**src/rtl/sha256_pkg.sv**
```systemverilog
package sha256_pkg;

  localparam logic [31:0] InitHash [8] = '{
    32'h6a09e667, 32'hbb67ae85, 32'h3c6ef372, 32'ha54ff53a,
    32'h510e527f, 32'h9b05688c, 32'h1f83d9ab, 32'h5be0cd19
  };

  localparam logic [31:0] RoundConst [64] = '{
    32'h428a2f98, 32'h71374491, 32'hb5c0fbcf, 32'he9b5dba5,
    32'h3956c25b, 32'h59f111f1, 32'h923f82a4, 32'hab1c5ed5,
    32'hd807aa98, 32'h12835b01, 32'h243185be, 32'h550c7dc3,
    32'h72be5d74, 32'h80deb1fe, 32'h9bdc06a7, 32'hc19bf174,
    32'he49b69c1, 32'hefbe4786, 32'h0fc19dc6, 32'h240ca1cc,
    32'h2de92c6f, 32'h4a7484aa, 32'h5cb0a9dc, 32'h76f988da,
    32'h983e5152, 32'ha831c66d, 32'hb00327c8, 32'hbf597fc7,
    32'hc6e00bf3, 32'hd5a79147, 32'h06ca6351, 32'h14292967,
    32'h27b70a85, 32'h2e1b2138, 32'h4d2c6dfc, 32'h53380d13,
    32'h650a7354, 32'h766a0abb, 32'h81c2c92e, 32'h92722c85,
    32'ha2bfe8a1, 32'ha81a664b, 32'hc24b8b70, 32'hc76c51a3,
    32'hd192e819, 32'hd6990624, 32'hf40e3585, 32'h106aa070,
    32'h19a4c116, 32'h1e376c08, 32'h2748774c, 32'h34b0bcb5,
    32'h391c0cb3, 32'h4ed8aa4a, 32'h5b9cca4f, 32'h682e6ff3,
    32'h748f82ee, 32'h78a5636f, 32'h84c87814, 32'h8cc70208,
    32'h90befffa, 32'ha4506ceb, 32'hbef9a3f7, 32'hc67178f2
  };

  localparam logic [7:0] PadByte = 8'h80;
  localparam logic [5:0] LenPos = 6'd56;

  // Byte source for a write into the block store.
  typedef enum logic [1:0] {
    SrcMsg  = 2'd0,
    SrcPad  = 2'd1,
    SrcZero = 2'd2,
    SrcLen  = 2'd3
  } byte_src_e;

  // Commands from the controller to the datapath.
  typedef struct packed {
    logic      wr_en;       // write a byte at the fill position
    byte_src_e wr_src;
    logic      len_add;     // count eight more message bits
    logic      rnd_init;    // load working variables from the chain value
    logic      rnd_step;    // run one round
    logic      chain_add;   // fold working variables into the chain value
    logic      restart;     // return to the initial hash values
    logic      out_load;    // capture the chain value for output
    logic      out_shift;   // advance the output to the next word
  } sha_cmd_t;

  // Status from the datapath to the controller.
  typedef struct packed {
    logic [5:0] fill;
    logic       rnd_last;
    logic       out_last;
  } sha_sts_t;

  function automatic logic [31:0] rotr(input logic [31:0] x, input int n);
    rotr = (x >> n) | (x << (32 - n));
  endfunction

endpackage

```
**src/rtl/sha256_datapath.sv**
```systemverilog
module sha256_datapath
  import sha256_pkg::*;
(
  input  logic        clk_i,
  input  logic        rst_ni,
  input  sha_cmd_t    cmd_i,
  input  logic [7:0]  msg_byte_i,
  output sha_sts_t    sts_o,
  output logic [31:0] digest_word_o,
  output logic [2:0]  word_index_o,
  output logic        digest_last_o
);

  logic [31:0] blk_q [16];
  logic [5:0]  fill_q;
  logic [63:0] bits_q;
  logic [31:0] chain_q [8];
  logic [31:0] win_q [16];
  logic [31:0] va_q [8];
  logic [5:0]  rnd_q;
  logic [31:0] out_q [8];
  logic [2:0]  oidx_q;
  logic [7:0]  wr_byte;
  logic [2:0]  len_sel;
  logic [31:0] w_new, t1, t2, s0, s1, wt;

  // Byte to be written, chosen by the controller.
  assign len_sel = fill_q[2:0];
  always_comb begin
    unique case (cmd_i.wr_src)
      SrcMsg:  wr_byte = msg_byte_i;
      SrcPad:  wr_byte = PadByte;
      SrcZero: wr_byte = 8'h00;
      SrcLen:  wr_byte = bits_q[8 * (7 - len_sel) +: 8];
      default: wr_byte = 8'h00;
    endcase
  end

  // Schedule word and round function.
  always_comb begin
    s0 = rotr(win_q[1], 7) ^ rotr(win_q[1], 18) ^ (win_q[1] >> 3);
    s1 = rotr(win_q[14], 17) ^ rotr(win_q[14], 19) ^ (win_q[14] >> 10);
    w_new = s1 + win_q[9] + s0 + win_q[0];
    wt = win_q[0];
    t1 = va_q[7] + (rotr(va_q[4], 6) ^ rotr(va_q[4], 11) ^ rotr(va_q[4], 25))
       + ((va_q[4] & va_q[5]) ^ (~va_q[4] & va_q[6])) + RoundConst[rnd_q] + wt;
    t2 = (rotr(va_q[0], 2) ^ rotr(va_q[0], 13) ^ rotr(va_q[0], 22))
       + ((va_q[0] & va_q[1]) ^ (va_q[0] & va_q[2]) ^ (va_q[1] & va_q[2]));
  end

  // Block store: one byte write a cycle into sixteen big-endian words.
  always_ff @(posedge clk_i) begin
    if (cmd_i.wr_en) begin
      blk_q[fill_q[5:2]][8 * (3 - fill_q[1:0]) +: 8] <= wr_byte;
    end
  end

  // Control counters and the chain value.
  always_ff @(posedge clk_i or negedge rst_ni) begin
    if (!rst_ni) begin
      fill_q <= '0;
      bits_q <= '0;
      rnd_q  <= '0;
      oidx_q <= '0;
      for (int i = 0; i < 8; i++) chain_q[i] <= InitHash[i];
    end else begin
      if (cmd_i.wr_en) fill_q <= fill_q + 6'd1;
      if (cmd_i.len_add) bits_q <= bits_q + 64'd8;
      if (cmd_i.rnd_init) rnd_q <= '0;
      else if (cmd_i.rnd_step) rnd_q <= rnd_q + 6'd1;
      if (cmd_i.out_load) oidx_q <= '0;
      else if (cmd_i.out_shift) oidx_q <= oidx_q + 3'd1;
      if (cmd_i.restart) begin
        bits_q <= '0;
        for (int i = 0; i < 8; i++) chain_q[i] <= InitHash[i];
      end else if (cmd_i.chain_add) begin
        for (int i = 0; i < 8; i++) chain_q[i] <= chain_q[i] + va_q[i];
      end
    end
  end

  // Working variables, schedule window and output words.
  always_ff @(posedge clk_i) begin
    if (cmd_i.rnd_init) begin
      for (int i = 0; i < 8; i++) va_q[i] <= chain_q[i];
      for (int i = 0; i < 16; i++) win_q[i] <= blk_q[i];
    end else if (cmd_i.rnd_step) begin
      va_q[0] <= t1 + t2;
      va_q[1] <= va_q[0];
      va_q[2] <= va_q[1];
      va_q[3] <= va_q[2];
      va_q[4] <= va_q[3] + t1;
      va_q[5] <= va_q[4];
      va_q[6] <= va_q[5];
      va_q[7] <= va_q[6];
      for (int i = 0; i < 15; i++) win_q[i] <= win_q[i + 1];
      win_q[15] <= w_new;
    end
    if (cmd_i.out_load) begin
      for (int i = 0; i < 8; i++) out_q[i] <= chain_q[i];
    end
  end

  assign sts_o.fill     = fill_q;
  assign sts_o.rnd_last = (rnd_q == 6'd63);
  assign sts_o.out_last = (oidx_q == 3'd7);
  assign digest_word_o  = out_q[oidx_q];
  assign word_index_o   = oidx_q;
  assign digest_last_o  = (oidx_q == 3'd7);

endmodule

```
**src/rtl/sha256_ctrl.sv**
```systemverilog
module sha256_ctrl
  import sha256_pkg::*;
(
  input  logic     clk_i,
  input  logic     rst_ni,
  input  logic     in_valid_i,
  output logic     in_stall_o,
  input  logic     has_byte_i,
  input  logic     is_last_i,
  output logic     out_valid_o,
  input  logic     out_stall_i,
  input  sha_sts_t sts_i,
  output sha_cmd_t cmd_o
);

  localparam logic [2:0] StIdle  = 3'd0;
  localparam logic [2:0] StPad   = 3'd1;
  localparam logic [2:0] StInit  = 3'd2;
  localparam logic [2:0] StRound = 3'd3;
  localparam logic [2:0] StFold  = 3'd4;
  localparam logic [2:0] StLoad  = 3'd5;
  localparam logic [2:0] StOut   = 3'd6;

  logic [2:0] state_q, state_d;
  logic       final_q, final_d;   // this compression is the last of the message
  logic       tail_q, tail_d;     // padding pending after this compression
  logic       spill_q, spill_d;   // pad byte landed in the length field
  logic       pad_open_q, pad_open_d;
  logic       acc;

  assign in_stall_o  = (state_q != StIdle);
  assign acc         = in_valid_i && (state_q == StIdle);
  assign out_valid_o = (state_q == StOut);

  // Sequencer for byte fill, padding, rounds and word output.
  always_comb begin
    state_d = state_q;
    final_d = final_q;
    tail_d  = tail_q;
    spill_d = spill_q;
    cmd_o   = '0;
    unique case (state_q)
      StIdle: begin
        if (acc) begin
          tail_d = is_last_i;
          if (has_byte_i) begin
            cmd_o.wr_en = 1'b1;
            cmd_o.wr_src = SrcMsg;
            cmd_o.len_add = 1'b1;
            if (sts_i.fill == 6'd63) begin
              final_d = 1'b0;
              state_d = StInit;
            end else if (is_last_i) begin
              state_d = StPad;
            end
          end else if (is_last_i) begin
            state_d = StPad;
          end
        end
      end
      StPad: begin
        // Pad byte first, zeros up to the length field, then the length.
        // When the pad byte spilled into the length field, zeros fill the
        // block instead and the length follows in one more block.
        cmd_o.wr_en = 1'b1;
        if (tail_q) begin
          cmd_o.wr_src = SrcPad;
          tail_d = 1'b0;
          if (sts_i.fill == 6'd63) begin
            final_d = 1'b0;
            state_d = StInit;
          end else begin
            spill_d = (sts_i.fill >= LenPos);
          end
        end else if (spill_q || sts_i.fill < LenPos) begin
          cmd_o.wr_src = SrcZero;
          if (sts_i.fill == 6'd63) begin
            final_d = 1'b0;
            spill_d = 1'b0;
            state_d = StInit;
          end
        end else begin
          cmd_o.wr_src = SrcLen;
          if (sts_i.fill == 6'd63) begin
            final_d = 1'b1;
            state_d = StInit;
          end
        end
      end
      StInit: begin
        cmd_o.rnd_init = 1'b1;
        state_d = StRound;
      end
      StRound: begin
        cmd_o.rnd_step = 1'b1;
        if (sts_i.rnd_last) state_d = StFold;
      end
      StFold: begin
        cmd_o.chain_add = 1'b1;
        if (final_q) state_d = StLoad;
        else if (tail_q || pad_open_q) state_d = StPad;
        else state_d = StIdle;
      end
      StLoad: begin
        cmd_o.out_load = 1'b1;
        cmd_o.restart = 1'b1;
        final_d = 1'b0;
        state_d = StOut;
      end
      StOut: begin
        if (!out_stall_i) begin
          cmd_o.out_shift = 1'b1;
          if (sts_i.out_last) state_d = StIdle;
        end
      end
      default: state_d = StIdle;
    endcase
  end

  // Padding still open: set when a message ends, cleared after its final block.
  always_comb begin
    pad_open_d = pad_open_q;
    if (acc && is_last_i) pad_open_d = 1'b1;
    else if (state_q == StLoad) pad_open_d = 1'b0;
  end

  always_ff @(posedge clk_i or negedge rst_ni) begin
    if (!rst_ni) begin
      state_q    <= StIdle;
      final_q    <= 1'b0;
      tail_q     <= 1'b0;
      spill_q    <= 1'b0;
      pad_open_q <= 1'b0;
    end else begin
      state_q    <= state_d;
      final_q    <= final_d;
      tail_q     <= tail_d;
      spill_q    <= spill_d;
      pad_open_q <= pad_open_d;
    end
  end

  // The store is never written while rounds or output run.
  assert property (@(posedge clk_i) disable iff (!rst_ni)
    (state_q == StRound || state_q == StOut) |-> !cmd_o.wr_en)
    else $error("block store written during rounds or output");
  // Rounds always follow a load of the working variables.
  assert property (@(posedge clk_i) disable iff (!rst_ni)
    (state_q == StInit) |=> (state_q == StRound))
    else $error("round start lost");
  // Output begins only after the chain value was captured.
  assert property (@(posedge clk_i) disable iff (!rst_ni)
    $rose(out_valid_o) |-> ($past(state_q) == StLoad))
    else $error("digest shown without capture");

endmodule

```
**src/rtl/sha256_stream_hasher.sv**
```systemverilog
// SHA-256 stream hasher.
// The input channel carries one message byte per item: msg_byte_i, with
// has_byte_i marking a real byte and is_last_i ending the message. An item
// is taken when in_valid_i is high and in_stall_o is low.
// A plain byte is written into the block store as it is taken. Each 64th
// byte starts a compression: one load, 64 rounds on a single round unit, one
// fold into the chain. A last item writes the padding one byte a cycle up to
// the end of the block, compresses once or twice, then loads the digest.
// The digest leaves as eight words, word 0 first, one per cycle while
// out_stall_i is low; digest_last_o marks word 7. A stall holds the word.
// No item is taken until all eight words are gone; then the block is back on
// the initial hash values with an empty length.
// Reset clears the controller and the length and loads the initial hash
// values into the chain value at once; no clearing pass is needed.
module sha256_stream_hasher
  import sha256_pkg::*;
(
  input  logic        clk_i,
  input  logic        rst_ni,
  input  logic        in_valid_i,
  output logic        in_stall_o,
  input  logic [7:0]  msg_byte_i,
  input  logic        has_byte_i,
  input  logic        is_last_i,
  output logic        out_valid_o,
  input  logic        out_stall_i,
  output logic [31:0] digest_word_o,
  output logic [2:0]  word_index_o,
  output logic        digest_last_o
);

  sha_cmd_t cmd;
  sha_sts_t sts;

  sha256_ctrl u_ctrl (
    .clk_i       (clk_i),
    .rst_ni      (rst_ni),
    .in_valid_i  (in_valid_i),
    .in_stall_o  (in_stall_o),
    .has_byte_i  (has_byte_i),
    .is_last_i   (is_last_i),
    .out_valid_o (out_valid_o),
    .out_stall_i (out_stall_i),
    .sts_i       (sts),
    .cmd_o       (cmd)
  );

  sha256_datapath u_dp (
    .clk_i         (clk_i),
    .rst_ni        (rst_ni),
    .cmd_i         (cmd),
    .msg_byte_i    (msg_byte_i),
    .sts_o         (sts),
    .digest_word_o (digest_word_o),
    .word_index_o  (word_index_o),
    .digest_last_o (digest_last_o)
  );

endmodule
```
**config.mk**
```make
export PLATFORM = sky130hd
export DESIGN_NAME = sha256_stream_hasher
export DESIGN_NICKNAME = d
export VERILOG_FILES = /design/src/rtl/sha256_pkg.sv /design/src/rtl/sha256_datapath.sv /design/src/rtl/sha256_ctrl.sv /design/src/rtl/sha256_stream_hasher.sv
export SDC_FILE = /design/constraint.sdc
export NUM_CORES = 2
export LEC_CHECK = 0
export BUFFER_PORTS_ARGS = -buffer_cell sky130_fd_sc_hd__buf_2
export CORE_ASPECT_RATIO = 0.5
export CORE_MARGIN = 3
export CORE_UTILIZATION = 35
export DETAILED_ROUTE_END_ITERATION = 10
export GPL_TIMING_DRIVEN = 0
export SYNTH_ARGS = -nofsm -noshare
export SYNTH_HDL_FRONTEND = slang
export SYNTH_SLANG_ARGS = --single-unit
```
**constraint.sdc**
```tcl
create_clock -name clk_i -period 34.2 [get_ports clk_i]
set_input_delay 5.13 -clock clk_i [delete_from_list [all_inputs] [get_ports clk_i]]
set_output_delay 5.13 -clock clk_i [all_outputs]
set_load 0.05 [all_outputs]
```
==> metrics <==
clock skew=0.0743 ns; Distinct cells, synth=between 100 and 150; cell row count=between 100 and 150; Max FO, Critical Path=17; CP Class=flip-flop to flip-flop; Post-DRT Antenna Nets=0; FF-to-FF End=u_dp.va_q[0][31]; DR vias/cell=about 5.5; DRC=0; Worst Setup EP=u_dp.va_q[0][31]; post-placement cell count=12900; Post-Syn Nets=just under 10000; CTS tree=yes; Clock transition at path regs=~0.06 ns; MaxCap Viol Count=6; CTS HTree Levels=4; Die Area=between 200000 and 300000 um2; Tightest Pin Transition=about 1.6 ns; Slowest Stage Delay on Critical Path=approximately 0.70 ns; Starting Density=35.3%; Syn Area/Cell=~11 um2; Slowest-stage cell, CP=a2111oi_0; initial antenna violation count=25; Port Buffers=between 50 and 60; total CTS buffers=approximately 190; post-CTS sizing=0; Die W=between 700 and 800 um; largest net degree at the start of global routing=about 110; RR Startpoint=u_dp.rnd_q[2]; final worst path period share=34.4%; top cell type's share of synthesized area=approximately 47%; drt pass-1 iters=9; area leader, netlist=edfxtp_1; vias in the first global route=~69000; Top-Level Pins=between 50 and 60; WL met1=roughly 150 mm; Slew Viols, Final=54; status=finished with violations; Mapped Cells=between 9000 and 10000; gr ovfl total=0; CP startpoint=u_dp.rnd_q[2]; clk sinks=about 1900; Crit path arrival time=between 10 and 15 ns; Seq/Total Area, Yosys=55.4%; final WL=364 mm; post-route insts no fill=13200; Synth top cells by count=2467 x nand2_1, 1536 x edfxtp_1, 480 x nor2_1; Clock Tree Root=clkbuf_16; Worst-Skew Late Latency=just under 0.9 ns; synth top area cells=edfxtp_1 47%, nand2_1 9.4%, dfrtp_1 5.1%; core area=approximately 280000 um2; Final min period=approximately 12 ns; Worst R2R Path Depth=38; hold_buf cts=0; DR vias=72900; R2R Setup Slk=about 22 ns; hold path depth=0; startpoint types=flip-flop; failing checks=capacitance limit, slew limit; final hold viol count=0; metal2 WL=156 mm; Yosys Warn Count=0; met3 WL=35.6 mm; Synth Cell Area=98900 um2; worst path required time=approximately 35 ns; global-route wire length before repair=513 mm; ratio of cells with drive above 1 in the final layout=between 7 and 8%; unrepaired setup endpoints after global routing=no; number of flops mapped to enable cells by yosys=approximately 1500; post-CTS setup buffers=0; P&R area growth vs syn=12.1%; Top Layer Used=met5; Final setup viols=0; DP Wirelength=about 270 mm; routed wire length per instance=about 28 um; nets=around 10000; min-delay worst type=flip-flop to flip-flop; Rel. slew slack=-4.92%; top-count cell post-synth=nand2_1; GPL Wtd Cong=0.992; Synth Flop Type=edfxtp_1; Setup crit end kind=flip-flop; flops & latches, synth=1875; maximum clock rate=85.1 MHz; Iter 0 DRT Violations=just over 9000; All-Layer GR Usage=between 20% and 30%; Die Y=roughly 380 um; CTS Buffer Depth=4; Post-synth ARST share=18.1%
[registers in the layout, indices dropped and copies added (netlist names)]
| name | cells |
|---|---|
| u_dp.chain_q | 256 |
| u_dp.bits_q | 61 |
| u_dp.word_index_o | 3 |
| u_dp.fill_q | 6 |
| u_dp.blk_q | 512 |
| u_dp.out_q | 256 |
| u_ctrl.tail_q | 1 |
| u_dp.rnd_q | 6 |
| u_ctrl.spill_q | 1 |
| u_ctrl.state_q | 3 |
| u_ctrl.final_q | 1 |
| u_ctrl.pad_open_q | 1 |
| u_dp.va_q | 256 |
| u_dp.win_q | 512 |
[worst max-delay path, delay by kind of cell (launching register included)]
kind,cells,cell delay (ns)
simple gates,3,1.01
xor+xnor,3,0.79
fa+ha+maj,7,3.08
flops,1,0.54
buf+inv,7,1.86
compound gates,18,4.14
[cell type report]
| type | count | area (um2) |
|---|---|---|
| fill | 26900 | 169000 |
| sequential | 1875 | 54800 |
| multi-input combinational | 6447 | 41600 |
| clock buffer | 239 | 4960 |
| tap | 3753 | 4700 |
| buffer | 408 | 1570 |
| timing repair buffer | 90 | 1240 |
| inverter | 308 | 1160 |
| clock inverter | 101 | 816 |
| antenna | 7 | 17.5 |
[through the flow]
step / TNS [ns] / hold WS [ns] / util, % / area [um2] / worst slack, ns
after floorplan: 0 / 0.423 / - / 98900 / 12.66
after global placement: -3956.41 / 0.432 / 37.1 / 104000 / -6.42
after detailed placement: 0 / 0.435 / 37.5 / 105000 / 22.86
after CTS: 0 / 0.449 / 39.6 / 111000 / 22.74
after global routing: 0 / 0.462 / 39.6 / 111000 / 22.10
final: 0 / 0.449 / 39.6 / 111000 / 22.44
[worst min-delay path by stage]
| stage | start | to | slack (ns) |
|---|---|---|---|
| floorplan | u_dp.chain_q[63] | u_dp.out_q[6][31] | 0.42 |
| global placement | u_dp.chain_q[63] | u_dp.out_q[6][31] | 0.43 |
| detailed placement | u_dp.chain_q[63] | u_dp.out_q[6][31] | 0.44 |
| CTS | u_dp.chain_q[63] | u_dp.out_q[6][31] | 0.45 |
| global route | u_dp.chain_q[63] | u_dp.out_q[6][31] | 0.46 |
| finish | u_dp.chain_q[63] | u_dp.out_q[6][31] | 0.45 |
[per-layer routing]
| metal | track usage (%) | vias to the layer above |
|---|---|---|
| met1 | 34.9 | 36400 |
| met3 | 5.27 | 674 |
| li1 | - | 32200 |
| met2 | 36.7 | 3619 |
| met4 | 10.3 | 12 |
| met5 | 0 | - |
[logic make-up (layout without fill, tap and decap cells)]
family	after synthesis	count (layout)	synth area share [%]
DFF	1875	1875	55.4
adders and majority gates	625	625	9.32
AOI/OAI and AO/OA	1548	1548	9.81
buffers and inverters	716	1146	2.73
other	0	7	0
xor gates and xnor gates	617	617	5.46
and+or+nand+nor	3486	3486	14.5
muxes	171	171	2.82
[placed cells by master (no fill, tap or decap), drive strengths merged, types with 135 or more instances in the layout]
master	instances
xor2	238
o21ai	429
buf	135
dfstp	136
inv	311
edfxtp	1536
fa	195
xnor2	379
ha	403
nor2	481
a21oi	459
nand2	2468
clkbuf	602
dfrtp	203
a21o	173
Power is left out: the tool's default activity adds up to more than one toggle a clock period on the data nets, which glitch-free logic cannot reach.
